===== src/rtl/core/morph_target_vertex_blend_assert.svh =====
// assertion macros shared by the blend rtl
`ifndef MORPH_TARGET_VERTEX_BLEND_ASSERT_SVH
`define MORPH_TARGET_VERTEX_BLEND_ASSERT_SVH

// consequent must hold in the same cycle
`define MTVB_ASSERT_NOW(lbl, ante, cons, msg) \
   lbl: assert property (@(posedge clock) disable iff (reset) (ante) |-> (cons)) else $error(msg);

// consequent must hold in the next cycle
`define MTVB_ASSERT_NEXT(lbl, ante, cons, msg) \
   lbl: assert property (@(posedge clock) disable iff (reset) (ante) |=> (cons)) else $error(msg);

`endif


===== src/rtl/core/mtvb_pkg.sv =====
package mtvb_pkg;

   localparam int WEIGHT_REGS = 4;
   localparam int WIDX_W      = $clog2(WEIGHT_REGS);
   localparam int WEIGHT_W    = 16;
   localparam int CSR_IDX_W   = 3;

   localparam int POS_ACC_W = 52;
   localparam int NRM_ACC_W = 34;
   localparam int MAG_W     = 35;
   localparam int NORM_W    = 25;
   localparam int SUMSQ_W   = 52;
   localparam int ROOT_W    = 26;
   localparam int NUM_W     = 40;
   localparam int QUO_W     = 15;
   localparam int MUL_A_W   = 33;
   localparam int MUL_B_W   = 26;
   localparam int PROD_W    = 59;

   localparam logic [CSR_IDX_W-1:0] REG_WEIGHT_ONE   = 3'd0;
   localparam logic [CSR_IDX_W-1:0] REG_WEIGHT_TWO   = 3'd1;
   localparam logic [CSR_IDX_W-1:0] REG_WEIGHT_THREE = 3'd2;
   localparam logic [CSR_IDX_W-1:0] REG_WEIGHT_FOUR  = 3'd3;

   typedef struct packed {
      logic [2:0]          slot;
      logic signed [31:0]  pos_x;
      logic signed [31:0]  pos_y;
      logic signed [31:0]  pos_z;
      logic signed [15:0]  nrm_x;
      logic signed [15:0]  nrm_y;
      logic signed [15:0]  nrm_z;
   } mtvb_req_type;

   typedef struct packed {
      logic signed [31:0]  out_pos_x;
      logic signed [31:0]  out_pos_y;
      logic signed [31:0]  out_pos_z;
      logic signed [15:0]  out_nrm_x;
      logic signed [15:0]  out_nrm_y;
      logic signed [15:0]  out_nrm_z;
   } mtvb_rsp_type;

endpackage


===== src/rtl/core/mtvb_mul.sv =====
module mtvb_mul import mtvb_pkg::*; (
   input  logic                      clock,
   input  logic signed [MUL_A_W-1:0] mul_a,
   input  logic signed [MUL_B_W-1:0] mul_b,
   output logic signed [PROD_W-1:0]  prod_ff
);

   always_ff @(posedge clock) begin
      prod_ff <= PROD_W'(mul_a) * PROD_W'(mul_b);
   end

endmodule


===== config.mk =====
export PLATFORM = sky130hd
export DESIGN_NAME = mtvb_mul
export DESIGN_NICKNAME = d
export VERILOG_FILES = /design/src/rtl/core/morph_target_vertex_blend_assert.svh /design/src/rtl/core/mtvb_pkg.sv /design/src/rtl/core/mtvb_mul.sv
export SDC_FILE = /design/constraint.sdc
export NUM_CORES = 2
export LEC_CHECK = 0
export BUFFER_PORTS_ARGS = -buffer_cell sky130_fd_sc_hd__buf_2
export CORE_UTILIZATION = 31
export CTS_BUF_LIST = sky130_fd_sc_hd__clkbuf_8
export DETAILED_ROUTE_END_ITERATION = 10
export PLACE_DENSITY_LB_ADDON = 0.3
export SLEW_MARGIN = 10
export SYNTH_ARGS = -nofsm -noshare
export SYNTH_HDL_FRONTEND = slang
export SYNTH_SLANG_ARGS = --single-unit

===== constraint.sdc =====
create_clock -name clock -period 25 [get_ports clock]
set_clock_uncertainty 0.05 [all_clocks]
set_input_delay 6.25 -clock clock [delete_from_list [all_inputs] [get_ports clock]]
set_output_delay 6.25 -clock clock [all_outputs]
set_load 0.1 [all_outputs]

[Word-level counts from Yosys, hierarchy flattened]
Index checks and enable logic that the tools add are counted.
W data, S select, Z words.
Operators by class
  multiply operators: 1
Operator list (number)
  $mul A33 B26 Y59: 1
Storage, ports and cells
  register bits after elaboration: 59
  output and inout bits: 59
  word-level logic and storage cells: 2

[Depth between registers and ports, before layout]
  depth after elaboration: 1
  depth in mapped cells: 26

[Worst setup path after synthesis]
OpenSTA, ideal clock, no wires.
  path kind: input port to flip-flop
  from: in mul_a[32]
  to: reg prod_ff[52]
  library setup time: 0.133 ns
  arrival time: 12.553 ns
  data required time: 24.817 ns
  setup slack: 12.264 ns
  stages on the path: 24
  buffers on the path: 2
  cells stage by stage: clkbuf_1 -> nand2_1 -> inv_1 -> fa_1 -> fa_1 -> inv_1 -> fa_1 -> inv_1 -> fa_1 -> fa_1 -> fa_1 -> inv_1 -> fa_1 -> inv_1 -> ha_1 -> buf_6 -> a21oi_2 -> o21ai_1 -> or2_2 -> or4_1 -> a21o_1 -> a21boi_2 -> o311ai_1 -> xor2_1
Between the ends
  longest elaborated chain between the ends: 1
RTL lines
  start: declaration: RTL line mtvb_mul.sv:3  | input logic signed [MUL_A_W-1:0] mul_a,
  $mul A33 B26 Y59: RTL line mtvb_mul.sv:9  | prod_ff <= PROD_W'(mul_a) * PROD_W'(mul_b);
  end signal: assignment: RTL line mtvb_mul.sv:9
  end: declaration: RTL line mtvb_mul.sv:5  | output logic signed [PROD_W-1:0] prod_ff
Every way passes these cells.

[Worst setup path in the final report]
  from: in mul_b[2]
  to: reg prod_ff[57]
Between the ends
  longest elaborated chain between the ends: 1
RTL lines
  start: declaration: RTL line mtvb_mul.sv:4  | input logic signed [MUL_B_W-1:0] mul_b,
  $mul A33 B26 Y59: RTL line mtvb_mul.sv:9
Every way passes these cells.

==> summary.md <==
| Metric | Value |
|---|---|
| Final non-filler cell total | `4652` |
| GP Congestion | `roughly 0.83` |
| Slowest CP cell | `fa_1` |
| RSZ-0062 raised after global routing | `no` |
| Inst Count DP | `approximately 4600` |
| Register area share after synthesis | `under 10%` |
| Post-layout instance area | `roughly 33000 µm²` |
| Worst Path Buf+Inv | `6` |
| Top reg by flops | `prod_ff` |
| Hold Crit Depth | `3` |
| Wire per inst | `roughly 19 µm` |
| Post-synth top area share | `roughly 56%` |
| # setup viols final | `0` |
| Main combinational cell family by area after synthesis | `adder cells` |
| Post-CTS Setup Inserts | `0` |
| Fin nets | `4446` |
| Mapped cell area | `~31000 µm²` |
| Synth Area per Inst | `just over 9 µm²` |
| # IOs | `119` |
| Compound-Gate Fraction of Synth Area | `3.78%` |
| Synth area leaders | `fa_1 56%, inv_1 10%, and2_1 7.1%` |
| Slew of the pin with the lowest slew margin | `approximately 0.96 ns` |
| Worst endpoint required time | `~25 ns` |
| Placed Instance Area | `around 33000 µm²` |
| Hold_buf cts | `0` |
| Synth Area in Adders | `approximately 63%` |
| Total of max-cap violations | `0` |
| Post-DP HPWL | `between 70 and 80 mm` |
| Core area | `100000 µm²` |
| Area growth syn-to-layout | `6.08%` |
| Critical setup path kind | `in2reg` |
| Remaining DRCs | `0` |
| Rows | `roughly 120` |
| Number of flops mapped to enable cells by yosys | `0` |
| Crit path cell chain | `buf_2, nand2_1, inv_1, fa_1, fa_1, fa_1, inv_1, fa_1, inv_1, fa_1, inv_1, fa_1, inv_1, ha_1, nand3_1, nor4_1, nand4_1, a211oi_1, o21ai_1, o311ai_0` |
| Syn Inst Count | `3360` |
| Cell variety after synth | `between 60 and 70` |
| Simple-gate portion of the synthesized area | `~16%` |
| Total CTS buffers | `9` |
| Gr ovfl total | `0` |
| Max Slew Vio Count | `0` |
| Max clock buf depth | `2` |
| Final Hold Vio Count | `0` |
| Multi-input combinational cell area | `26200 µm²` |
| Syn Nets | `around 4500` |
| Initial Util | `roughly 31%` |
| Total routed wirelength | `roughly 87 mm` |
| Hold WS | `6.39 ns` |
| Tcrit/Tclk final | `a little over half` |
| CP Launch Type | `input pin` |
| CTS root buf | `clkbuf_8` |
| Cell taking the most area after synthesis | `fa_1` |
| XOR/XNOR Fraction of Synth Area | `1.77%` |
| Critical path's most frequent cell | `fa_1` |
| Outcome | `finished clean` |
| Fillers | `roughly 10000` |
| Hold path startpoint | `mul_b[0]` |
| First-pass GRT wire length | `about 140 mm` |
| Antenna viol nets, final | `0` |
| Max FFs per register | `between 50 and 60` |
| Post_cts resized | `0` |
| CP arrival | `about 14 ns` |
| Post-synthesis mux area share | `less than 1%` |
| Worst hold-check path type | `in2reg` |
| DR vias | `about 22000` |
| Min Tclk post-route | `approximately 13 ns` |
| Drt pass-1 iters | `5` |
| DR vias/cell | `about 4.7` |
| Async S/R FF share, synth | `0%` |
| Die H | `between 300 and 400 µm` |
| Vias in the first global route | `around 24000` |
| Sink Count | `59` |
| Largest net degree at the start of global routing | `34` |
| Fmax | `approximately 0.075 GHz` |
| Crit-path leading delay family | `adder cells` |
| Slew Limit Headroom | `a little over a third` |
| Worst Hold End | `prod_ff[0]$_DFF_P_` |
| Yosys warns | `0` |
| Die ar. | `roughly 100000 µm²` |
| Synthesized flop and latch total | `~60` |
| Overall routing resource usage | `17.6%` |
| Commonest cells post-synth | `878 x fa_1, 862 x inv_1, 512 x nand2_1` |
| Initial antenna violation count | `3` |
| Register area | `around 1200 µm²` |
| Violation count after the first detailed-route iteration | `between 900 and 1000` |
| Crit-path max FO | `33` |
| Largest registers | `prod_ff: 59 flops` |
| Post-synth top flop | `dfxtp_1` |
| TNS Setup | `0 ns` |
| Chip width | `319 µm` |
| PortBufs | `118` |
| CP max stage delay | `1.05 ns` |
| Ratio of cells with drive above 1 in the final layout | `under 10%` |
| CTS tree | `yes` |
| CTS H-tree lvls | `3` |
| Top-count cell post-synth | `fa_1` |
| CTS clock-pin slew for the worst setup and hold paths | `roughly 0.090 ns` |
| Crit. End Element | `flip-flop` |
per-layer routing:
metal / GRT usage (%) / vias to the layer above / routed length, µm
li1: - / 9553 / -
met1: 20.1 / 11700 / 33100
met2: 34.7 / 422 / 49200
met3: 1.37 / 119 / 2290
met4: 5.00 / 4 / 2570
met5: 0 / - / 15
cell families after synthesis:
family / count (synthesis)
fa+ha+maj: 1038
compound gates: 174
flops: 59
buf+inv: 1018
mux: 1
xor+xnor: 63
simple gates: 1007
cells in the final DEF, fill, tap and decap left out, drive strengths merged, types with 8 or more instances in the layout:
cell / synthesis / routed
buf: 10 / 132
xor2: 19 / 19
and2: 356 / 356
nor3: 14 / 14
xnor2: 44 / 44
nand2b: 15 / 15
nand4: 13 / 13
a21oi: 51 / 51
a211oi: 11 / 11
o21a: 9 / 9
nand3: 13 / 13
nand2: 512 / 512
ha: 160 / 160
nor2: 51 / 51
dfxtp: 59 / 59
a21o: 26 / 26
and4: 8 / 8
o21ai: 32 / 32
inv: 862 / 864
and3: 10 / 10
clkbuf: 145 / 9
fa: 878 / 878
area by class of cell:
class	count	share of cell area, %
timing repair buffer	132	2.10
antenna	1	0.00755
clock inverter	7	0.159
clock buffer	9	0.374
sequential	59	3.57
multi-input combinational	2283	79.1
inverter	863	9.78
tap	1298	4.90
through the flow:
stage               setup WS, ns  utilization, %
floorplan                  12.26               -
global placement           11.44            33.0
detailed placement         11.32            33.0
CTS                        11.68            33.1
global route               11.10            33.1
finish                     11.69            33.1
worst max path at each step:
stage,cells past startpoint,slack (ns),endpoint,startpoint
6_report,20,11.69,prod_ff[57]$_DFF_P_,mul_b[2]
4_1_cts,20,11.68,prod_ff[57]$_DFF_P_,mul_b[2]
3_5_place_dp,20,11.32,prod_ff[57]$_DFF_P_,mul_b[2]
5_1_grt,20,11.10,prod_ff[57]$_DFF_P_,mul_b[2]
2_1_floorplan,24,12.26,prod_ff[52]$_DFF_P_,mul_a[32]
3_3_place_gp,20,11.44,prod_ff[57]$_DFF_P_,mul_b[2]
Power is left out: the tool's default activity adds up to more than one toggle a clock period on the data nets, which glitch-free logic cannot reach.
