`src/rtl/core/morph_target_vertex_blend_assert.svh`:
```
// assertion macros shared by the blend rtl
`ifndef MORPH_TARGET_VERTEX_BLEND_ASSERT_SVH
`define MORPH_TARGET_VERTEX_BLEND_ASSERT_SVH

// consequent must hold in the same cycle
`define MTVB_ASSERT_NOW(lbl, ante, cons, msg) \
   lbl: assert property (@(posedge clock) disable iff (reset) (ante) |-> (cons)) else $error(msg);

// consequent must hold in the next cycle
`define MTVB_ASSERT_NEXT(lbl, ante, cons, msg) \
   lbl: assert property (@(posedge clock) disable iff (reset) (ante) |=> (cons)) else $error(msg);

`endif

```
`src/rtl/core/mtvb_pkg.sv`:
```
package mtvb_pkg;

   localparam int WEIGHT_REGS = 4;
   localparam int WIDX_W      = $clog2(WEIGHT_REGS);
   localparam int WEIGHT_W    = 16;
   localparam int CSR_IDX_W   = 3;

   localparam int POS_ACC_W = 52;
   localparam int NRM_ACC_W = 34;
   localparam int MAG_W     = 35;
   localparam int NORM_W    = 25;
   localparam int SUMSQ_W   = 52;
   localparam int ROOT_W    = 26;
   localparam int NUM_W     = 40;
   localparam int QUO_W     = 15;
   localparam int MUL_A_W   = 33;
   localparam int MUL_B_W   = 26;
   localparam int PROD_W    = 59;

   localparam logic [CSR_IDX_W-1:0] REG_WEIGHT_ONE   = 3'd0;
   localparam logic [CSR_IDX_W-1:0] REG_WEIGHT_TWO   = 3'd1;
   localparam logic [CSR_IDX_W-1:0] REG_WEIGHT_THREE = 3'd2;
   localparam logic [CSR_IDX_W-1:0] REG_WEIGHT_FOUR  = 3'd3;

   typedef struct packed {
      logic [2:0]          slot;
      logic signed [31:0]  pos_x;
      logic signed [31:0]  pos_y;
      logic signed [31:0]  pos_z;
      logic signed [15:0]  nrm_x;
      logic signed [15:0]  nrm_y;
      logic signed [15:0]  nrm_z;
   } mtvb_req_type;

   typedef struct packed {
      logic signed [31:0]  out_pos_x;
      logic signed [31:0]  out_pos_y;
      logic signed [31:0]  out_pos_z;
      logic signed [15:0]  out_nrm_x;
      logic signed [15:0]  out_nrm_y;
      logic signed [15:0]  out_nrm_z;
   } mtvb_rsp_type;

endpackage

```
`src/rtl/core/mtvb_sqrt.sv`:
```
module mtvb_sqrt import mtvb_pkg::*; (
   input  logic               clock,
   input  logic               reset,
   input  logic               start,
   input  logic [SUMSQ_W-1:0] radicand,
   output logic               done,
   output logic [ROOT_W-1:0]  root
);

   logic [SUMSQ_W-1:0] rem_ff;
   logic [SUMSQ_W:0]   res_ff;
   logic [SUMSQ_W-1:0] bit_ff;
   logic               run_ff;
   logic               done_ff;
   logic [SUMSQ_W:0]   trial;

   assign trial = res_ff + (SUMSQ_W+1)'(bit_ff);

   always_ff @(posedge clock) begin
      if (reset) begin
         run_ff  <= 1'b0;
         done_ff <= 1'b0;
      end else begin
         done_ff <= 1'b0;
         if (start) begin
            run_ff <= 1'b1;
         end else if (run_ff && bit_ff[0]) begin
            run_ff  <= 1'b0;
            done_ff <= 1'b1;
         end
      end
   end

   // digit-by-digit root, two radicand bits a cycle
   always_ff @(posedge clock) begin
      if (start) begin
         rem_ff <= radicand;
         res_ff <= '0;
         bit_ff <= SUMSQ_W'(1) << (SUMSQ_W - 2);
      end else if (run_ff) begin
         if ((SUMSQ_W+1)'(rem_ff) >= trial) begin
            rem_ff <= rem_ff - trial[SUMSQ_W-1:0];
            res_ff <= (res_ff >> 1) + (SUMSQ_W+1)'(bit_ff);
         end else begin
            res_ff <= res_ff >> 1;
         end
         bit_ff <= bit_ff >> 2;
      end
   end

   assign done = done_ff;
   assign root = res_ff[ROOT_W-1:0];

endmodule

```
`config.mk`:
```
export PLATFORM = sky130hd
export DESIGN_NAME = mtvb_sqrt
export DESIGN_NICKNAME = d
export VERILOG_FILES = /design/src/rtl/core/morph_target_vertex_blend_assert.svh /design/src/rtl/core/mtvb_pkg.sv /design/src/rtl/core/mtvb_sqrt.sv
export SDC_FILE = /design/constraint.sdc
export NUM_CORES = 1
export LEC_CHECK = 0
export BUFFER_PORTS_ARGS = -buffer_cell sky130_fd_sc_hd__buf_2
export CAP_MARGIN = 0
export CORE_AREA = 2 2 171 140
export DETAILED_ROUTE_END_ITERATION = 10
export DIE_AREA = 0 0 173 142
export PLACE_DENSITY_LB_ADDON = 0.2
export SYNTH_ARGS = -nofsm -noshare
export SYNTH_HDL_FRONTEND = slang
export SYNTH_SLANG_ARGS = --single-unit
```
`constraint.sdc`:
```
create_clock -name clock -period 10.41 [get_ports clock]
set_input_delay 0.5205 -clock clock [delete_from_list [all_inputs] [get_ports clock]]
set_output_delay 0.5205 -clock clock [all_outputs]
set_load 0.05 [all_outputs]
```
-- After elaboration in Yosys (flattened, before gate mapping)
Index checks and enable logic that the tools add are counted.
- register bits: 133
- logic and storage cells: 22
- output and inout port bits: 27
- input port bits: 55
- order comparisons: 1
- reductions and logical operators: 6
- mux-type cells: 7
- add/sub/neg operators: 3
- operators with widths (kind ; count):
    $mux W52 ; 3
    $add A52 B51 Y53 ; 1
    $add A53 B51 Y53 ; 1
    $ge A52 B53 Y1 ; 1
    $mux W53 ; 1
    $sub A52 B52 Y52 ; 1
    $reduce_bool A2 Y1 ; 3
    $mux W1 ; 3
    $reduce_and A2 Y1 ; 1
    $reduce_or A2 Y1 ; 1
    $logic_and A1 B1 Y1 ; 1

-- Logic depth before layout (Yosys ltp)
Gate-level depths: netlist (run 1).
- word-level depth: 5
- depth in mapped cells: 25
- mapped depth without buffers: 21

-- Worst setup path after synthesis (run 1)
OpenSTA, ideal clock, no wires.
- kind: register to register
- from: register res_ff[2]
- to: register rem_ff[0], enable pin
- library setup time: 0.534 ns
- arrival time: 8.260 ns
- data required time: 9.876 ns
- setup slack: 1.616 ns
- buffers on the path: 4
- stages on the path, launching flop included: 23
- period minus slack after synthesis: 8.794 ns
- cells stage by stage: dfxtp_1 ha_1 a31o_2 a31oi_1 o21ai_0 a41oi_1 o31ai_1 a21oi_1 o31ai_1 xnor2_1 ha_1 clkbuf_1 nand4_1 or4_1 nor3_1 a41o_1 a211o_1 a21o_1 buf_2 o21ai_4 buf_6 buf_4 o21ai_0
- word-level cells in the longest chain between the ends: 4
- RTL lines (item ; line ; RTL):
    from (decl) ; mtvb_sqrt.sv:11 ; logic [SUMSQ_W:0] res_ff;
    from (signal assigned) ; mtvb_sqrt.sv:43 ; res_ff <= (res_ff >> 1) + (SUMSQ_W+1)'(bit_ff);
    from (signal assigned) ; mtvb_sqrt.sv:45 ; res_ff <= res_ff >> 1;
    $add A53 B51 Y53 ; mtvb_sqrt.sv:17 ; assign trial = res_ff + (SUMSQ_W+1)'(bit_ff);
    $ge A52 B53 Y1 ; mtvb_sqrt.sv:41 ; if ((SUMSQ_W+1)'(rem_ff) >= trial) begin
    $reduce_bool A2 Y1 (no line) ; - ;
    $reduce_and A2 Y1 (no line) ; - ;
    to (signal assigned) ; mtvb_sqrt.sv:37 ; rem_ff <= radicand;
    to (signal assigned) ; mtvb_sqrt.sv:42 ; rem_ff <= rem_ff - trial[SUMSQ_W-1:0];
    to (decl) ; mtvb_sqrt.sv:10 ; logic [SUMSQ_W-1:0] rem_ff;
Every way passes these cells.
A chain may end at the register's enable or synchronous reset.

-- Worst setup path after layout (run 1)
- from: register res_ff[10]
- to: register rem_ff[22], enable pin
Same word-level chain as after synthesis.

==> impl.org, run 1 <==
** CTS
- In this run, CTS created clock tree buffers numbering 17.
- Number of buffers on the longest clock path :: 2
- CTS Hold Bufs :: 0
- The cell sitting at the root of the clock tree is a clkbuf_16.
- After clock tree synthesis, the clock-pin slew on the worst setup and hold paths is 0.07 ns.
- Number of clock sinks :: ~130
- The number of gates resized after CTS was 0.
- Clock latency on the worst-skew pair, taken at its later pin, is ~0.44 ns.
- Post-CTS timing repair inserted 0 buffers for setup.
- TritonCTS built the clock tree.
- Level count of the clock H-tree :: 4

** Logic synthesis
- Biggest area consumer among synthesized cells :: dfxtp_1
- Post-synthesis average cell area :: 8.05 um2
- Most frequent cell after synthesis :: nand2_1
- YS warnings :: 0
- Fraction of post-synthesis cell area in the top cell type by area :: 13.1%
- Sequential cells were found to cover 25.7% of the synthesized design area.
- Counting every net in the synthesized netlist gives 1701.
- Post-Synthesis Cell Area :: 0.0124 mm2
- The commonest cells after synthesis are nand2_1, nor2_1, o21ai_0.
- Area contributors post-synth :: dfxtp_1, edfxtp_1, ha_1
- Synthesis inferred 133 register bits.
- Synthesis produced a netlist whose cell count is 1539.
- After synthesis, the netlist uses 80 different library cells.
- The synthesized design contains 52 enable-type register cells.
- The most used flip-flop cell after synthesis is dfxtp_1.
- Proportion of synthesized flip-flops having asynchronous set or reset :: 0%

** Place
- Total half-perimeter wirelength after legalization and detailed placement :: 26900 um
- At the end of routability-driven placement, the weighted congestion stood at 1.00.
- # port buffers :: 81

** Final layout
- The post-route netlist has 10.3% of its cells at a drive strength greater than 1.
- The number of antenna diodes in the final layout is 0.
- Fill cells in the final layout number around 2200.
- The final layout contains 1707 nets.
- Registers take 0.00319 mm2.
- Final core area utilization :: 58.3%
- From synthesis to final layout, the design area changed by 7.72%.
- In the final layout, the multi-input gates occupy about 0.0085 mm2.

** Flow run
- Number of max-cap violations :: 0

** Floorplan
- The floorplan step set the die height to 142 um.
- Once the floorplan was initialized, standard cells occupied a little over half of the core.
- The core region is roughly 0.023 mm2.
- The die covers 0.0246 mm2.
- I/O pins :: 82
- Die width :: between 150 and 200 um
- Row count :: 50

** Worst setup path
- Worst reg2reg startpoint :: res_ff[10]
- Capturing point of the worst reg2reg path :: rem_ff[22]
- Data arrival time of the critical path :: 7.30 ns
- Of all nets on the critical path, the largest fanout is 52.
- Crit end category :: register
- Kind of critical path :: register to register
- STA classifies the critical path startpoint as a register.
- Worst r2r path cells :: 20
- STA puts the critical path data required time at 10.47 ns.
- For flop-to-flop paths, the worst setup slack is 3.18 ns.

** Timing
- After layout, the minimum clock period comes to 7.23 ns.
- Adding up every negative setup slack in the final design gives 0 ns.
- The hold violation total from the final report came to 0.
- The max-slew violation total from the final report was 0.
- In this run the tightest slew margin relative to its limit is 34.1%.
- Setup repair after global routing missed its margin :: no
- Clock Skews :: 0.0139 ns
- Based on the critical path, the design can be clocked at up to ~140 MHz.
- For the pin with the worst max-slew slack, the measured transition is 0.985 ns.
- After layout, the worst path uses 69.5% of the clock period.
- Setup violations remaining at the end of the flow were counted as 0.

** Power
- In this run the static leakage power is 5.15 nW.
- Power density cells :: 208 mW/mm2
- The worst-case IR drop observed on VDD is 0.000126 V.

** Route
- In the routed layout, each cell is associated on average with a via count of 6.31.
- The routed design has 36100 um of wire.
- 1st-iter DRT viols :: 1191
- The first detailed-routing pass took 6 iterations.
- After detailed routing, the number of remaining DRC violations is 0.
- The detail route stage leaves a number of antenna-violating nets equal to 0.
- In the final routed layout, each cell accounts on average for between 15 and 20 um.
- Via count :: 11791

** GRT
- After global routing the overflow that remains totals 0.
- Total routing resource utilization after global routing :: 29.2%
- The number of global-route vias before repair is between 10000 and 15000.
- Global-route wire length before repair :: 57800 um
- Entering global routing, the biggest net connects just over 80 pins.
- The number of antenna violations at the first check in global routing was 0.

** Hold path
- The min-delay analysis places its worst path in the category input port to register.
- Worst Min Path Start :: reset
- Worst-case hold path end point :: run_ff
- Counting instances, the worst hold path has a depth of 2.

** Status
- The run finished with clean final reports.
## per-layer routing
layer | global-route usage (%) | wire, um | vias up
met5 | 0 | 0 | -
met4 | 8.47 | 792 | 0
met3 | 6.60 | 3330 | 53
met2 | 42.5 | 14600 | 484
met1 | 43.0 | 17400 | 5482
li1 | - | - | 5772
## critical path: stages (launching register included)
cell and delay, ns:
dfxtp_1 0.41, ha_1 0.40, and4_1 0.28, nand2_1 0.09
o21ai_0 0.20, buf_4 0.19, a41oi_1 0.19, o31ai_1 0.64
a21oi_1 0.24, o31ai_1 0.29, xnor2_1 0.14, ha_1 0.48
nand4_1 0.12, or4_1 0.52, nor3_1 0.40, a41o_1 0.24
a211o_1 0.09, a21o_1 0.64, o21ai_4 0.36, o21ai_4 0.23
buf_4 0.65
## where the power goes
part | leakage [nW] | switching [mW] | total [mW] | internal (mW)
logic | 3.67 | 0.857 | 1.39 | 0.530
clock network | 0.296 | 0.261 | 0.629 | 0.368
registers | 1.18 | 0.0917 | 0.763 | 0.671
total | 5.15 | 1.21 | 2.78 | 1.57
## flip-flops by register name, indices dropped and copies added (netlist names)
register,cells
res_ff,53
rem_ff,52
bit_ff,26
done,1
run_ff,1
## stage by stage
step	total power [mW]	area [um2]	std cells	hold slack (ns)	setup WS, ns
after floorplan	1.84	12400	1539	0.465	1.62
after global placement	2.11	12700	1838	0.513	3.48
after detailed placement	2.12	12700	1838	0.529	3.36
after CTS	2.75	13300	1870	0.238	3.31
after global routing	2.96	13300	1870	0.237	2.87
final	2.78	13300	1870	0.242	3.18
## cell families after synthesis
family,count (synthesis),synth area share (%)
AO/OA/AOI/OAI,514,28.0
AND/OR/NAND/NOR,488,18.6
buffers and inverters,145,5.50
flip-flops,133,25.7
adder cells (fa/ha/maj),107,10.9
XOR/XNOR,100,7.07
multiplexers,52,4.27
## layout make-up
type                       instances  share of cell area, %
sequential                       133                   23.9
inverter                          43                   1.21
tap                              312                   2.93
multi-input combinational       1261                   64.0
clock inverter                    11                  0.816
timing repair buffer              89                   3.51
clock buffer                      21                   3.70
## cell usage in the layout (no fill, tap or decap), drive strengths merged, types with 6 or more instances in the layout
master,netlist,routed
ha,106,106
nand2b,11,11
xor2,45,45
xnor2,55,55
mux2,7,7
clkbuf,56,21
nand3,23,23
a31oi,46,46
or2,6,6
and3,12,12
inv,41,46
clkinv,2,6
o21a,14,14
dfxtp,81,81
and4,10,10
nand4,35,35
edfxtp,52,52
o21ai,130,130
and2,13,13
o31ai,14,14
a221oi,12,12
nor2b,19,19
a21o,37,37
or3,20,20
o21bai,19,19
o211ai,23,23
a21oi,90,90
nor3,21,21
buf,46,89
nor2,141,141
a21boi,6,6
a211oi,31,31
nand2,158,158
a31o,14,14
mux2i,45,45
a311oi,23,23
## worst max-delay path by stage
| stage | from | endpoint | cells after the start |
|---|---|---|---|
| floorplan | res_ff[2] | rem_ff[0] | 22 |
| global placement | res_ff[2] | rem_ff[13] | 20 |
| detailed placement | res_ff[10] | rem_ff[4] | 20 |
| CTS | res_ff[10] | rem_ff[22] | 20 |
| global route | bit_ff[0] | rem_ff[22] | 21 |
| finish | res_ff[10] | rem_ff[22] | 20 |
Power figures use the tool's default switching activity.
==> run 2: changes to the inputs <==
- ABC_AREA: not set -> 1
- CORE_AREA: 2 2 171 140 -> 2 2 184 150
- DIE_AREA: 0 0 173 142 -> 0 0 186 152
- clock period: 10.41 -> 7.2 ns (I/O delays scaled with it)
==> impl.org, run 2 <==
** Status
- The run finished with clean final reports.

** Floorplan
- Row count :: 54
- Die width :: 186 um
- Standard cell core area :: 0.0267 mm2
- Die Y :: 152 um
- The die covers 0.0283 mm2.
- For this configuration, the core starts out at a cell density of 53.5%.
- 82 I/O pins were placed.

** Hold path
- Worst Min Path Start :: reset
- Worst min path class :: input port to register
- Worst hold path stage count :: 2

** Logic synthesis
- Among all cell types in the netlist, the one instantiated most often is nand2_1.
- Number of flops mapped to enable cells by yosys :: 52
- Counting instances in the post-synthesis netlist gives the leading cell types as nand2_1, inv_1, nor2_1.
- Count of different cell masters after synthesis :: just over 50
- YS warnings :: 0
- Proportion of synthesized flip-flops having asynchronous set or reset :: 0%
- Summing the sequential cell areas from Yosys gives 22.3% of the chip area.
- Each instance of the synthesized netlist takes up on average 6.17 um2.
- Flip-flop and latch count after synthesis :: 133
- After synthesis, the largest area contributor takes up between 15 and 20% of total cell area.
- Most frequently used flop master after synthesis :: dfxtp_1
- By area the synthesized netlist is led by nand2_1, dfxtp_1, edfxtp_1.
- Number of nets produced by synthesis :: 2476
- Count of mapped cells out of synthesis :: about 2300
- Post-Synthesis Cell Area :: approximately 0.014 mm2
- Biggest area consumer among synthesized cells :: nand2_1

** Power
- Switching pwr :: about 2.5 mW
- Sequential group share of total power :: roughly a quarter
- The clock network burns 18.1% of the power.
- Cell leakage power :: 6.83 nW
- Across the VDD grid, the largest voltage drop is 0.000200 V.
- Combinational logic is responsible for 58.4% of the overall power.
- Net switching share of the total power :: 50.2%
- Internal power comes to 2.52 mW.
- Power density cells :: 330 mW/mm2

** Worst setup path
- Library cell contributing the largest single delay on the critical path :: nand2_2
- Worst r2r path cells :: 25
- The worst register-to-register path begins at res_ff[4].
- Critical path data required time :: 7.32 ns
- Worst path max stage delay :: around 0.53 ns
- Worst setup startpoint :: res_ff[4]
- The critical path in this run is classified as register to register.
- Startpoint type of the worst setup path :: register
- Among the stages of the critical path, the cell type that occurs most often is nand2_1.
- Data arrival time of the critical path :: 6.27 ns
- The worst setup path is captured at a register.
- Of all nets on the critical path, the largest fanout is 27.

** Route
- Wires add up to around 47000 um.
- In this run the remaining antenna-violating nets after routing total 0.
- For this block, the via count after detailed routing is 15277.
- Dividing the detail-routed wire length by the instance count gives 17.4 um.
- For this run, the detailed router's first-pass iteration total came to 6.
- 1st-iter DRT viols :: ~1500
- DRC violation count after routing :: 0
- DR vias/cell :: 5.65

** Timing
- Endpoints failing setup :: 0
- Setup slack on the critical path of the routed design comes to roughly 1.1 ns.
- Setup repair after global routing left no endpoint under its margin.
- Final critical-path share of the clock period :: 85.4%
- Transition time of the tightest slew-check pin :: ~1.2 ns
- Timing would allow up to approximately 160 MHz.
- Minimum clock period :: 6.15 ns
- Clock Skews :: 0.0151 ns
- Max-slew violation total from the final report :: 0
- The hold violation total from the final report came to 0.
- In the final timing run, aggregate negative setup slack is 0 ns.
- The worst pin sits at a relative slew slack of 18.8%.

** GRT
- Met3 usage :: 5.87%
- Remaining global-route overflow :: 0
- The number of antenna violations at the first check in global routing is 0.
- For this run, global-route usage on met2 was measured as 52.3%.
- Global routing used a little under half of the available met1 tracks.
- The number of global-route vias before repair came to 14024.
- Pin count of the biggest net entering global routing :: 80
- Global-route wire length before repair :: 74900 um
- The layer flagged by global routing as most heavily used is met2.
- Total routing resource utilization after global routing :: 33.4%

** CTS
- Num CTS Buffers :: 17
- Level count of the clock H-tree :: 4
- At the later pin of the worst-skew pair, clock insertion delay measures 0.44 ns.
- Buffer type at the clock tree root :: clkbuf_16
- Clock slew seen by the registers of the worst setup and hold paths :: 0.06 ns
- Buffers added to address setup during post-CTS repair amount to 0.
- For this design, the sink count on the clock tree is 133.
- Post_cts resized :: 0
- TritonCTS built the clock tree.
- In this run, post-CTS hold repair placed 0 buffers.
- Number of buffers on the longest clock path :: 2

** Place
- During placement, the flow inserted port buffers numbering 81.
- Once detailed placement completed, the half-perimeter wirelength came to 36800 um.
- Before CTS, the worst setup slack after placement is 1.19 ns.
- In this run, placement finished with an instance count of 2671.
- The congestion estimate from routability-driven global placement came to 1.01.

** Final layout
- Inserted Diodes :: 0
- In the final layout, the share of cells above drive strength 1 is 7.82%.
- After the last flow step, the layout net total stands at 2488.
- Register with the most flip-flops :: res_ff
- Counting the fill cells in the layout gives roughly 2800.
- Number of cells in the finished layout apart from fillers :: 2703
- Most frequent cells in the layout :: nand2_1, inv_1, nor2_1, a21oi_1, nand3_1
- The largest registers in the layout are res_ff (53), rem_ff (52), bit_ff (26).
- The library cell used most frequently in the layout, excluding fill and tap cells, is nand2_1.
- Compared with the post-synthesis result, the final layout area differs by 7.35%.
- Max FFs per register :: 53

** Flow run
- Number of max-cap violations :: 0
run 2: cell count changes after synthesis, moves of 45 or more:
cell     delta
nand2_1   +489
inv_1     +228
nand3_1   +136
nor2_1     +95
a21oi_1    +91
mux2i_1    -45
run 2: kinds of logic (layout without fill, tap and decap cells):
| group | Yosys count | after routing | share of synthesized area, % |
|---|---|---|---|
| AND/OR/NAND/NOR | 1196 | 1196 | 35.9 |
| AO/OA/AOI/OAI | 398 | 398 | 15.3 |
| buffers and inverters | 378 | 403 | 10.8 |
| flip-flops | 133 | 133 | 22.3 |
| adder cells (fa/ha/maj) | 107 | 107 | 9.43 |
| XOR/XNOR | 102 | 102 | 6.26 |
run 2: final cells by class:
cell class / count / area (um2) / share of cell area (%)
clock buffers: 19 / 453 / 2.96
clock inverters: 13 / 141 / 0.923
inverters: 280 / 1050 / 6.88
multi-input cells: 1803 / 9550 / 62.3
flip-flops and latches: 133 / 3180 / 20.8
well taps: 364 / 455 / 2.97
repair buffers: 91 / 483 / 3.15
run 2: final timing paths:
path / end / slack, ns
hold reg to reg: res_ff[0] / 0.49
setup reg to reg: rem_ff[45] / 1.05
hold / removal: run_ff / 0.08
setup / recovery: rem_ff[45] / 1.05
run 2: power by group through the flow:
stage | clock [mW] | sequential [mW] | combinational [mW]
final | 0.914 | 1.19 | 2.96
after global routing | 0.955 | 1.21 | 3.29
after CTS | 0.919 | 1.19 | 2.90
after detailed placement | 0 | 1.20 | 2.87
after global placement | 0 | 1.20 | 2.84
after floorplan | 0 | 1.11 | 2.26
run 2: routing by layer:
layer,vias to the layer above,routed length [um]
met5,-,0
met4,0,906
met3,75,4020
met2,683,20700
met1,6890,21600
li1,7629,-
run 2: worst max-delay path, delay by kind of cell, from the launching register on:
family          cells  cell delay (ns)
xor+xnor            1             0.20
fa+ha+maj           2             0.77
simple gates       14             2.50
flops               1             0.38
compound gates      6             1.51
buf+inv             2             0.48
run 2: per-stage QoR:
stage	total power, mW	hold slack (ns)	util, %	cell area, um2
finish	5.06	0.0830	57.4	15300
global route	5.45	0.0781	57.4	15300
CTS	5.00	0.0802	57.4	15300
detailed placement	4.07	0.478	55.2	14700
global placement	4.04	0.475	55.2	14700
floorplan	3.37	0.429	-	14300
