File: config.mk
export PLATFORM = sky130hd
export DESIGN_NAME = mtvb_div
export DESIGN_NICKNAME = d
export VERILOG_FILES = /design/src/rtl/core/morph_target_vertex_blend_assert.svh /design/src/rtl/core/mtvb_pkg.sv /design/src/rtl/core/mtvb_div.sv
export SDC_FILE = /design/constraint.sdc
export NUM_CORES = 1
export LEC_CHECK = 0
export BUFFER_PORTS_ARGS = -buffer_cell sky130_fd_sc_hd__buf_4
export CAP_MARGIN = 20
export CORE_MARGIN = 3
export CORE_UTILIZATION = 50
export CTS_BUF_LIST = sky130_fd_sc_hd__clkbuf_16
export DETAILED_ROUTE_END_ITERATION = 16
export PLACE_DENSITY = 0.68
export SLEW_MARGIN = 20
export SYNTH_ARGS = -nofsm -noshare
export SYNTH_HDL_FRONTEND = slang
export SYNTH_SLANG_ARGS = --single-unit
File: constraint.sdc
create_clock -name clock -period 6.05 [get_ports clock]
set_input_delay 1.815 -clock clock [delete_from_list [all_inputs] [get_ports clock]]
set_output_delay 1.815 -clock clock [all_outputs]
set_load 0.03 [all_outputs]
File: src/rtl/core/morph_target_vertex_blend_assert.svh
// assertion macros shared by the blend rtl
`ifndef MORPH_TARGET_VERTEX_BLEND_ASSERT_SVH
`define MORPH_TARGET_VERTEX_BLEND_ASSERT_SVH

// consequent must hold in the same cycle
`define MTVB_ASSERT_NOW(lbl, ante, cons, msg) \
   lbl: assert property (@(posedge clock) disable iff (reset) (ante) |-> (cons)) else $error(msg);

// consequent must hold in the next cycle
`define MTVB_ASSERT_NEXT(lbl, ante, cons, msg) \
   lbl: assert property (@(posedge clock) disable iff (reset) (ante) |=> (cons)) else $error(msg);

`endif

File: src/rtl/core/mtvb_pkg.sv
package mtvb_pkg;

   localparam int WEIGHT_REGS = 4;
   localparam int WIDX_W      = $clog2(WEIGHT_REGS);
   localparam int WEIGHT_W    = 16;
   localparam int CSR_IDX_W   = 3;

   localparam int POS_ACC_W = 52;
   localparam int NRM_ACC_W = 34;
   localparam int MAG_W     = 35;
   localparam int NORM_W    = 25;
   localparam int SUMSQ_W   = 52;
   localparam int ROOT_W    = 26;
   localparam int NUM_W     = 40;
   localparam int QUO_W     = 15;
   localparam int MUL_A_W   = 33;
   localparam int MUL_B_W   = 26;
   localparam int PROD_W    = 59;

   localparam logic [CSR_IDX_W-1:0] REG_WEIGHT_ONE   = 3'd0;
   localparam logic [CSR_IDX_W-1:0] REG_WEIGHT_TWO   = 3'd1;
   localparam logic [CSR_IDX_W-1:0] REG_WEIGHT_THREE = 3'd2;
   localparam logic [CSR_IDX_W-1:0] REG_WEIGHT_FOUR  = 3'd3;

   typedef struct packed {
      logic [2:0]          slot;
      logic signed [31:0]  pos_x;
      logic signed [31:0]  pos_y;
      logic signed [31:0]  pos_z;
      logic signed [15:0]  nrm_x;
      logic signed [15:0]  nrm_y;
      logic signed [15:0]  nrm_z;
   } mtvb_req_type;

   typedef struct packed {
      logic signed [31:0]  out_pos_x;
      logic signed [31:0]  out_pos_y;
      logic signed [31:0]  out_pos_z;
      logic signed [15:0]  out_nrm_x;
      logic signed [15:0]  out_nrm_y;
      logic signed [15:0]  out_nrm_z;
   } mtvb_rsp_type;

endpackage

File: src/rtl/core/mtvb_div.sv
module mtvb_div import mtvb_pkg::*; (
   input  logic              clock,
   input  logic              reset,
   input  logic              start,
   input  logic [NUM_W-1:0]  numer,
   input  logic [ROOT_W-1:0] denom,
   output logic              done,
   output logic [QUO_W-1:0]  quot
);

   logic [NUM_W-1:0] rem_ff;
   logic [NUM_W-1:0] den_ff;
   logic [QUO_W-1:0] quo_ff;
   logic [3:0]       cnt_ff;
   logic             run_ff;
   logic             done_ff;

   always_ff @(posedge clock) begin
      if (reset) begin
         run_ff  <= 1'b0;
         done_ff <= 1'b0;
      end else begin
         done_ff <= 1'b0;
         if (start) begin
            run_ff <= 1'b1;
         end else if (run_ff && cnt_ff == 4'd0) begin
            run_ff  <= 1'b0;
            done_ff <= 1'b1;
         end
      end
   end

   // restoring division, one quotient bit a cycle
   always_ff @(posedge clock) begin
      if (start) begin
         rem_ff <= numer;
         den_ff <= NUM_W'(denom) << (QUO_W - 1);
         quo_ff <= '0;
         cnt_ff <= 4'(QUO_W - 1);
      end else if (run_ff) begin
         if (rem_ff >= den_ff) begin
            rem_ff <= rem_ff - den_ff;
            quo_ff <= {quo_ff[QUO_W-2:0], 1'b1};
         end else begin
            quo_ff <= {quo_ff[QUO_W-2:0], 1'b0};
         end
         den_ff <= den_ff >> 1;
         cnt_ff <= cnt_ff - 4'd1;
      end
   end

   assign done = done_ff;
   assign quot = quo_ff;

endmodule

* Word level (Yosys, flattened, before mapping)
Index checks and enable logic that the tools add are counted.
** Storage, ports and cells
- Register bits :: 101
- Output and inout bits :: 16
- Logic and storage cells :: 26
- Input port bits :: 69
** Operators by class
- Magnitude comparators :: 1
- Mux-type cells :: 9
- Add/subtract/negate cells :: 2
- Reduce and logical (&&, ||, !) cells :: 7
** Operator list (number)
- $mux 40 :: 5
- $ge 40x40->1 :: 1
- $sub 40x40->40 :: 1
- $reduce_bool 2->1 :: 3
- $logic_not 4->1 :: 1
- $mux 1 :: 4
- $sub 4x1->4 const B :: 1
- $reduce_and 2->1 :: 1
- $reduce_or 2->1 :: 1
- $logic_and 1x1->1 :: 1

* Longest topological paths before layout
Gate-level depths: netlist (run 1).
- Word-level depth :: 4
- Mapped depth :: 12
- Depth with buffers taken out :: 12

* Least setup slack after synthesis (run 1)
Ideal clock, no wire load.
- Path kind :: input -> register
- Start point :: input port start
- End point :: register rem_ff[0], enable pin
- Library setup time :: 0.442 ns
- Arrival :: 3.963 ns
- Path buffers :: 3
- Path slack :: 1.644 ns
- Data required time :: 5.608 ns
- Cell stages on the path :: 5
- Cell sequence :: clkbuf_1 clkbuf_1 clkbuf_1 a21oi_1 o21ai_1
** On the way
- Longest elaborated chain between the ends :: 2
- Elaborated cells on any way between the ends :: 3
- Those cells by class :: reduce/logical (3)
** RTL lines
- start: declaration :: RTL line mtvb_div.sv:4 : input logic start,
- $reduce_bool 2->1 (no source line)
- $reduce_and 2->1 (no source line) (*)
- end signal: assignment :: RTL line mtvb_div.sv:36 : rem_ff <= numer;
- end signal: assignment :: RTL line mtvb_div.sv:42 : rem_ff <= rem_ff - den_ff;
- end: declaration :: RTL line mtvb_div.sv:11 : logic [NUM_W-1:0] rem_ff;
Every way passes the cells marked *; elsewhere a longest branch is shown, timed or not.
A chain may end at the register's enable or synchronous reset.

* Worst setup path after layout (run 1)
- Start point :: register rem_ff[0]
- End point :: register rem_ff[17], enable pin
** On the way
- Longest elaborated chain between the ends :: 3
** RTL lines
- $ge 40x40->1 :: RTL line mtvb_div.sv:41 : if (rem_ff >= den_ff) begin
- $reduce_bool 2->1 (no source line)
- $reduce_and 2->1 (no source line)
Every way passes these cells.

==> results.md, run 1 <==
* CP startpoint kind: flop
* Setup Buffers After CTS at 0
* Max Cap Viol at 0
* Max Freq at 261 MHz
* Vert. Die Dim at approximately 120 µm
* Final worst slack at roughly 2.2 ns
* Die Width at 119 µm
* Clock sinks at 101
* Endpoints failing setup at 0
* PostCTS Resize Cnt at 0
* TritonCTS Buffers at 9
* H-tree Lvls at 3
* Fin crit share at 63.2%
* CTS tree: built
* Remaining Overflow, GRT at 0
* Fin nets at 866
* Netlist cell types at 63
* Cells along the critical path: inv_1, ha_1, inv_1, fa_1, a21o_1, a221o_1, a221o_1, a2111o_1, a21o_1, a21oi_4, o21a_2, o21ai_4, buf_4
* WP data required at between 6 and 7 ns
* Synth Flop Type: edfxtp_1
* Area Growth Syn to Fin at 16.3%
* Vias in the first global route at 5211
* Post-Syn Instances at a little under 700
* Crit path max-delay family: compound AO/OA/AOI/OAI gates
* Finished Core Util at between 60% and 70%
* Crit Path Max Fanout at 23
* Power Dens Cells at between 300 and 400 nW/µm²
* Dpl hpwl at roughly 11 mm
* Critical Path Max Stage Delay at roughly 0.45 ns
* Vias at around 5200
* Top-area cell type share of the netlist area at between 30% and 40%
* Synth Area per Inst at about 9.3 µm²
* CP Class: flop to flop
* Yosys warning total at 0
* Initial antenna violation count at 0
* Io pins at 85
* Root Driver: clkbuf_16
* Detailed router's first-iteration violation count at between 300 and 400
* Drt first pass iters at 5
* CTS Buffer Depth at 2
* Leading area contributor after synthesis: edfxtp_1
* RSZ-0062 raised after global routing: no
* Routed vias/inst at roughly 5.6
* Dpl ws at approximately 2.2 ns
* Largest net degree at the start of global routing at 89
* CP max stage cell: a2111o_1
* First-pass GRT wire length at 24.9 mm
* Cell row count at 40
* Slew @ Worst Pin at between 0.8 and 0.9 ns
* Port-buffer cells at 84
* Hold_buf cts at 0
* Worst Clk Skew at about 0.0094 ns
* Clock slew at reported path FFs at approximately 0.070 ns
* Crit path capture type: flop
* Clk_lat worst skew at about 0.36 ns
* Core Region at approximately 12000 µm²
* Per-cell routed wire length at 15.9 µm
* Asr flop ratio synth at 0%
* Leakage at about 0.0031 µW
* DRT antenna net count at 0
* WHS at a little over 0.5 ns
* Final WL at ~15 mm
* Die Area at 14200 µm²
* Hold Violations, Final at 0
* CP bufs+invs at 3
* Crit path DAT at between 3 and 4 ns
* Post-synth EDFFs at 66
* Maximum vdd drop at ~0.21 mV
* Gpl congestion at 0.907
* Gr usage total at a little over a fifth
* Top area cells in the synthesized netlist: edfxtp_1 (31%), dfxtp_1 (11%), ha_1 (8.2%)
* Tightest Hold Check Type: flop to flop
* Sequential-to-total area share from yosys stat at 41.8%
* Status: complete, no violations
* Max-slew violation count at 0
* DRC viols at 0
* Layout cells sized above 1 at between 10% and 20%
* Cell Area, Synth at approximately 6400 µm²
* Setup TNS at 0 ns
* Rel. slew slack at between 40 and 50%
* Ant diodes at 0
* Mapped Nets at roughly 800
* FF+latch count, synth at a little over 100
* Initial Utilization at a little over half
* Clock period minus worst slack at between 3 and 4 ns
[through the flow]
stage          cell area, µm²  instances  power, µW
6_report                 7460        927       2730
5_1_grt                  7460        927       2920
4_1_cts                  7440        926       2730
3_5_place_dp             7160        910       2150
3_3_place_gp             7160        910       2130
2_1_floorplan            6410        691       1870
[layout by cell type (no fill, tap or decap), types with 3 or more instances in the layout]
cell type and count:
buf_4 87, nand2_1 69, edfxtp_1 66, inv_1 59
a21oi_1 54, nor2_1 53, o21ai_0 52, ha_1 42
dfxtp_1 34, mux2i_1 30, xnor2_1 25, a22o_1 25
a21o_1 22, nand4_1 11, clkbuf_16 9, nor2b_1 8
xor2_1 8, nand3_1 6, nor3_1 6, and3_1 5
and2_1 5, or2_2 5, o21bai_1 4, nand2b_1 4
o211ai_1 4, a221o_1 3, nor4_1 3, o31ai_1 3
a221oi_1 3, inv_6 3
[flip-flops by register name, summed over array words and instances (netlist names)]
name and count:
run_ff 1, done 1, rem_ff 40, quot 15, cnt_ff 4, den_ff 40
[path summary, 6_finish.rpt]
kind	start	endpoint	slack, ns	cells after the start
setup / recovery	rem_ff[0]	rem_ff[17]	2.22	13
hold / removal	cnt_ff[1]	cnt_ff[1]	0.51	2
hold reg to reg	cnt_ff[1]	cnt_ff[1]	0.51	2
setup reg to reg	rem_ff[0]	rem_ff[17]	2.22	13
[cell usage after synthesis, types with 3 or more instances]
master	count
nand2_1	69
edfxtp_1	66
inv_1	59
a21oi_1	54
nor2_1	53
o21ai_0	52
ha_1	42
dfxtp_1	35
clkbuf_1	33
mux2i_1	30
a22o_1	25
xnor2_1	25
a21o_1	22
nand4_1	11
nor2b_1	9
xor2_1	8
nand3_1	6
nor3_1	6
and2_1	5
and3_1	5
or2_2	5
nand2b_1	4
o211ai_1	4
o21bai_1	4
a221o_1	3
a221oi_1	3
buf_1	3
nor4_1	3
o31ai_1	3
[area by class of cell]
cell class	instances	area, µm²
Clock buffer	9	225
Timing Repair Buffer	88	673
Inverter	59	221
Sequential cell	101	2680
Tap cell	168	210
Fill cell	1082	4800
Multi-Input combinational cell	495	3390
Clock inverter	7	55.1
[metal layers]
metal  vias to the layer above  global-route usage (%)  part of all wire, %
li1                       2614                       -                    -
met1                      2459                    28.9                   47
met2                       136                    33.6                   46
met3                        25                    4.27                  4.7
met4                         0                    7.97                  2.4
met5                         -                       0                    0
[cell families after synthesis]
logic type / share of synthesized area, %
XOR/XNOR: 4.51
AND/OR/NAND/NOR: 13.2
AO/OA/AOI/OAI: 21.3
adder cells (fa/ha/maj): 8.51
multiplexers: 5.03
buffers and inverters: 5.56
flip-flops: 41.8
[tightest hold or removal path: cells and delay by family, from the launching register on]
kind / cells / cell delay, ns
flip-flops: 1 / 0.34
AO/OA/AOI/OAI: 1 / 0.08
AND/OR/NAND/NOR: 1 / 0.06
[where the power goes]
| part | leakage, µW | switching, µW | total, µW | internal, µW |
|---|---|---|---|---|
| registers | 0.000958 | 45.1 | 924 | 879 |
| logic | 0.00203 | 710 | 1230 | 522 |
| clock network | 0.000143 | 284 | 570 | 286 |
| total | 0.00313 | 1040 | 2730 | 1690 |
Note: power is estimated with default switching activity, not from simulation.
==> inputs of run 2 (changes only) <==
==> constraint.sdc (replaced) <==
create_clock -name clock -period 3.95 [get_ports clock]
set_input_delay 1.185 -clock clock [delete_from_list [all_inputs] [get_ports clock]]
set_output_delay 1.185 -clock clock [all_outputs]
set_load 0.03 [all_outputs]
==> results.md, run 2 (synthesized netlist as in run 1, its figures left out) <==
* DRC viols at 0 (unchanged)
* TritonCTS Buffers at 9 (unchanged)
* Met3 Track Usage GR at 4.94% (+0.66 points)
* Initial antenna violation count at 0 (unchanged)
* Vias at 5154 (-1.5%)
* Clock slew at reported path FFs at 0.07 ns (about the same)
* Slew @ Worst Pin at 0.856 ns (+0.0400 ns)
* Port-buffer cells at 84 (unchanged)
* Hold_buf cts at 0 (unchanged)
* Max Cap Viol at 0 (unchanged)
* Detailed router's first-iteration violation count at 252 (-20%)
* Per-cell routed wire length at 15.7 µm (-1.1%)
* Worst Clk Skew at 0.00645 ns (-0.00293 ns)
* Die Width at 119 µm (unchanged)
* PostCTS Resize Cnt at 0 (unchanged)
* Root Driver: clkbuf_16
* Crit path DAT at 3.69 ns (-0.22 ns)
* Setup Buffers After CTS at 0 (unchanged)
* Routed vias/inst at 5.55 (-1.6%)
* Hold Violations, Final at 0 (unchanged)
* Layout filler cell count at 1117 (+3.2%)
* Global route hottest layer: met2
* Core Region at 12300 µm² (unchanged)
* Largest net degree at the start of global routing at 91 (+2.2%)
* Crit path capture type: flop
* Rel. slew slack at 42.6% (-2.7 points)
* CTS tree: built
* Fin nets at 867 (+0.12%)
* CP startpoint kind: flop
* Area Growth Syn to Fin at 16.7%
* Die Area at 14200 µm² (unchanged)
* Drt first pass iters at 4 (-1)
* Tightest Hold Check Type: flop to flop
* Max Freq at 277 MHz (+6.0%)
* Finished Core Util at 61.0% (+0.20 points)
* Clock period minus worst slack at 3.61 ns (-0.216 ns)
* Maximum vdd drop at 0.262 mV (+23%)
* Status: complete, no violations
* First-pass GRT wire length at 24.7 mm (-0.69%)
* Endpoints failing setup at 0 (unchanged)
* Setup TNS at 0 ns (unchanged)
* RSZ-0062 raised after global routing: no
* Cells after DPL at 912 (+0.22%)
* Max-slew violation count at 0 (unchanged)
* Ant diodes at 0 (unchanged)
* CP Class: flop to flop
* GR Util met1 at 29.3% (+0.46 points)
* Dpl hpwl at 10.6 mm (-1.6%)
* Remaining Overflow, GRT at 0 (unchanged)
* Fin crit share at 91.4% (+28 points)
* Vert. Die Dim at 119 µm (unchanged)
* Met2 Use GR at 33.3% (-0.35 points)
* Gr usage total at 21.3% (+0.025 points)
* Final WL at 14.6 mm (-0.97%)
* Leading cell types in the layout, fill and taps excluded: buf_4 (88), nand2_1 (69), edfxtp_1 (66)
* DRT antenna net count at 0 (unchanged)
* Crit Path Max Fanout at 23 (unchanged)
* Clk_lat worst skew at 0.35 ns (about the same)
* Final Non-Filler Cells at 928 (+0.11%)
* Io pins at 85 (unchanged)
* Initial Utilization at 52.3% (unchanged)
* Vias in the first global route at 5105 (-2.0%)
* H-tree Lvls at 3 (unchanged)
* Clock sinks at 101 (unchanged)
* Most common cell after layout, fill and taps aside: buf_4
* WHS at 0.512 ns (+0.00674 ns)
* Cell row count at 40 (unchanged)
* Gpl congestion at 0.917 (+1.1%)
* Leakage at 0.00314 µW (+0.31%)
* WP data required at 4.03 ns (-2.11 ns)
* CTS Buffer Depth at 2 (unchanged)
* Layout cells sized above 1 at 16.6% (-0.022 points)
* Power Dens Cells at 559 nW/µm² (+53%)
-- run 2: changes by cell type in the layout (fill, tap and decap cells not counted) --
cell       delta
clkbuf_16     +1
inv_6         +1
clkinv_1      +1
buf_4         +1
inv_8         -1
clkinv_2      -1
inv_2         -1
-- run 2: worst max-delay path: stages (launching register included) --
cell,delay [ns]
edfxtp_1,0.36
inv_1,0.07
ha_1,0.16
inv_1,0.05
fa_1,0.41
a21o_1,0.19
a221o_1,0.33
a221o_1,0.42
a2111o_1,0.46
a21o_1,0.23
a21oi_4,0.16
o21a_2,0.19
o21ai_4,0.05
buf_4,0.25
-- run 2: final timing paths --
kind / from / to / slack, ns / depth (start not counted)
max: rem_ff[0] / rem_ff[17] / 0.34 / 13
min: quot[14] / quot[14] / 0.51 / 2
max reg2reg: rem_ff[0] / rem_ff[17] / 0.34 / 13
min reg2reg: quot[14] / quot[14] / 0.51 / 2
-- run 2: metrics by stage --
stage / total power (µW) / setup WS, ns / area [µm²]
2_1_floorplan: 2860 / 0.356 / 6420
3_3_place_gp: 3260 / 0.415 / 7180
3_5_place_dp: 3290 / 0.342 / 7180
4_1_cts: 4200 / 0.328 / 7480
5_1_grt: 4510 / 0.204 / 7480
6_report: 4180 / 0.341 / 7480
-- run 2: metal layers --
| metal | vias up | wire length, µm |
|---|---|---|
| met5 | - | 0 |
| met4 | 0 | 260 |
| met3 | 19 | 682 |
| met2 | 121 | 6730 |
| met1 | 2402 | 6890 |
| li1 | 2612 | - |
-- run 2: power breakdown --
group,leakage (µW),switching [µW],internal [µW]
clock network,0.000147,415,474
registers,0.000958,72.2,1350
logic,0.00204,1080,800
total,0.00314,1560,2620
-- run 2: final cells by class --
type	count	area, µm²	area share, %
Multi-Input combinational cell	495	3390	45.3
Sequential cell	101	2680	35.9
Timing Repair Buffer	89	681	9.10
Clock buffer	10	250	3.34
Inverter	59	221	2.96
Tap cell	168	210	2.81
Clock inverter	6	47.5	0.635
==> inputs of run 3 (changes only) <==
--- a/config.mk
+++ b/config.mk
@@ -11,7 +11,7 @@
 export CORE_UTILIZATION = 50
 export CTS_BUF_LIST = sky130_fd_sc_hd__clkbuf_16
 export DETAILED_ROUTE_END_ITERATION = 16
-export PLACE_DENSITY = 0.68
+export PLACE_DENSITY = 0.67
 export SLEW_MARGIN = 20
 export SYNTH_ARGS = -nofsm -noshare
 export SYNTH_HDL_FRONTEND = slang
==> constraint.sdc (replaced) <==
create_clock -name clock -period 3.95 [get_ports clock]
set_input_delay 0.79 -clock clock [delete_from_list [all_inputs] [get_ports clock]]
set_output_delay 0.79 -clock clock [all_outputs]
set_load 0.03 [all_outputs]
==> results.md, run 3 (synthesized netlist as in run 1, its figures left out) <==
* First-pass GRT wire length at 24.4 mm (-1.3%)
* Root Driver: clkbuf_16
* Vert. Die Dim at 119 µm (unchanged)
* Crit path DAT at 3.69 ns (about the same)
* Placed cell areas at 7180 µm² (about the same)
* Internal Power at 2630 µW (+0.31%)
* Endpoints failing setup at 0 (unchanged)
* Fin nets at 868 (+0.12%)
* Dpl hpwl at 10.8 mm (+1.4%)
* Max Cap Viol at 0 (unchanged)
* RSZ-0062 raised after global routing: no
* Setup TNS at 0 ns (unchanged)
* CTS tree: built
* Leading cell types in the layout, fill and taps excluded: buf_4 (90), nand2_1 (69), edfxtp_1 (66)
* Slew @ Worst Pin at 0.896 ns (+0.0399 ns)
* Layout filler cell count at 1089 (-2.5%)
* Vias in the first global route at 5157 (+1.0%)
* Reg2reg setup slack at 0.35 ns (about the same)
* Seq pwr share at 33.6% (-0.3 points)
* Hold depth at 2 (unchanged)
* CTS Buffer Depth at 2 (unchanged)
* Rel. slew slack at 39.9% (-2.7 points)
* Hold wc startpoint: cnt_ff[3]
* Die Width at 119 µm (unchanged)
* Routed vias/inst at 5.62 (+1.2%)
* Io pins at 85 (unchanged)
* Status: complete, no violations
* DRT antenna net count at 0 (unchanged)
* Die Area at 14200 µm² (unchanged)
* Gate power share at 44.5% (-0.3 points)
* Crit Path Max Fanout at 19 (-17%)
* FF-to-FF End: rem_ff[18]
* TritonCTS Buffers at 9 (unchanged)
* Leakage at 0.00315 µW (+0.21%)
* Most common cell after layout, fill and taps aside: buf_4
* Finished Core Util at 61.0% (about the same)
* H-tree Lvls at 3 (unchanged)
* Ant diodes at 0 (unchanged)
* Area Growth Syn to Fin at 16.7% (about the same)
* Clock sinks at 101 (unchanged)
* Reg-to-reg critical path startpoint: rem_ff[0]
* Clock slew at reported path FFs at 0.07 ns (about the same)
* Max-slew violation count at 0 (unchanged)
* Final WL at 14.4 mm (-0.84%)
* Hold Violations, Final at 0 (unchanged)
* Total power at 4220 µW (+0.97%)
* Remaining Overflow, GRT at 0 (unchanged)
* Max Freq at 278 MHz (+0.38%)
* Detailed router's first-iteration violation count at 412 (+63%)
* Cell row count at 40 (unchanged)
* Clock period minus worst slack at 3.60 ns (-0.0138 ns)
* Tightest Hold Check Type: flop to flop
* Initial antenna violation count at 0 (unchanged)
* Worst Clk Skew at 0.0104 ns (+0.00391 ns)
* Layout cells sized above 1 at 16.8% (+0.24 points)
* Setup Buffers After CTS at 0 (unchanged)
* Port-buffer cells at 84 (unchanged)
* Worst hold endpoint: cnt_ff[3]
* Fin crit share at 91.0% (-0.35 points)
* Clk_lat worst skew at 0.36 ns (about the same)
* CP startpoint kind: flop
* Drt first pass iters at 5 (+1)
* Largest net degree at the start of global routing at 54 (-41%)
* CP Class: flop to flop
* WP data required at 4.04 ns (about the same)
* Clock network power share at 21.9% (+0.6 points)
* PostCTS Resize Cnt at 0 (unchanged)
* Gr usage total at 20.8% (-0.49 points)
* Switching pwr at 1600 µW (+2.1%)
* Vias at 5219 (+1.3%)
* Gpl congestion at 0.924 (+0.79%)
* Switching share of power at 37.8% (+0.41 points)
* Initial Utilization at 52.3% (unchanged)
* Per-cell routed wire length at 15.5 µm (-0.95%)
* Power Dens Cells at 564 nW/µm² (+0.93%)
* DRC viols at 0 (unchanged)
* Maximum vdd drop at 0.290 mV (+11%)
* Final Cell Area at 7480 µm² (about the same)
* Worst Reg-to-Reg Cells at 13 (unchanged)
* Crit path capture type: flop
* Core Region at 12300 µm² (unchanged)
* Hold_buf cts at 0 (unchanged)
[run 3: changes by cell type in the layout (fill, tap and decap cells not counted), sizes merged]
| cell | before | now |
|---|---|---|
| buf | 89 | 90 |
| clkinv | 2 | 0 |
| inv | 63 | 65 |
[run 3: power groups by stage]
stage | Clock, µW | Sequential (µW) | Combinational (µW)
finish | 923 | 1420 | 1880
global route | 992 | 1440 | 2100
CTS | 944 | 1420 | 1870
detailed placement | 0 | 1440 | 1860
global placement | 0 | 1440 | 1830
floorplan | 0 | 1420 | 1450
[run 3: how the worst max path moves through the flow]
| stage | endpoint | cells past startpoint | from |
|---|---|---|---|
| floorplan | rem_ff[0] | 12 | rem_ff[0] |
| CTS | rem_ff[21] | 13 | rem_ff[0] |
| detailed placement | rem_ff[19] | 13 | rem_ff[0] |
| finish | rem_ff[18] | 13 | rem_ff[0] |
| global placement | rem_ff[20] | 13 | rem_ff[0] |
| global route | rem_ff[18] | 13 | rem_ff[0] |
[run 3: metal layers]
layer  GRT usage, %  part of all wire, %
met4           6.59                  1.7
met2           33.6                   46
met1           28.0                   47
met5              0                    0
met3           4.32                  5.3
[run 3: layout make-up]
type	count	area, µm²	area share [%]
multi-input cells	495	3390	45.3
flip-flops and latches	101	2680	35.9
repair buffers	90	676	9.03
clock buffers	10	250	3.34
inverters	59	221	2.96
well taps	168	210	2.81
clock inverters	6	55.1	0.736
[run 3: metrics by stage]
stage               std cells  hold WS, ns  worst slack, ns
finish                    929        0.511            0.355
floorplan                 691        0.465            0.356
global route              929        0.535            0.206
global placement          913        0.480            0.432
CTS                       929        0.508            0.335
detailed placement        913        0.486            0.345
[run 3: worst max-delay path, cell delays in order, from the launching register on]
cell and delay [ns]:
edfxtp_1 0.36, inv_1 0.07, ha_1 0.17, inv_1 0.06
fa_1 0.41, a21o_1 0.19, a221o_1 0.33, a221o_1 0.42
a2111o_1 0.47, a21o_1 0.23, a21oi_4 0.15, o21a_2 0.19
o21ai_4 0.06, buf_4 0.23
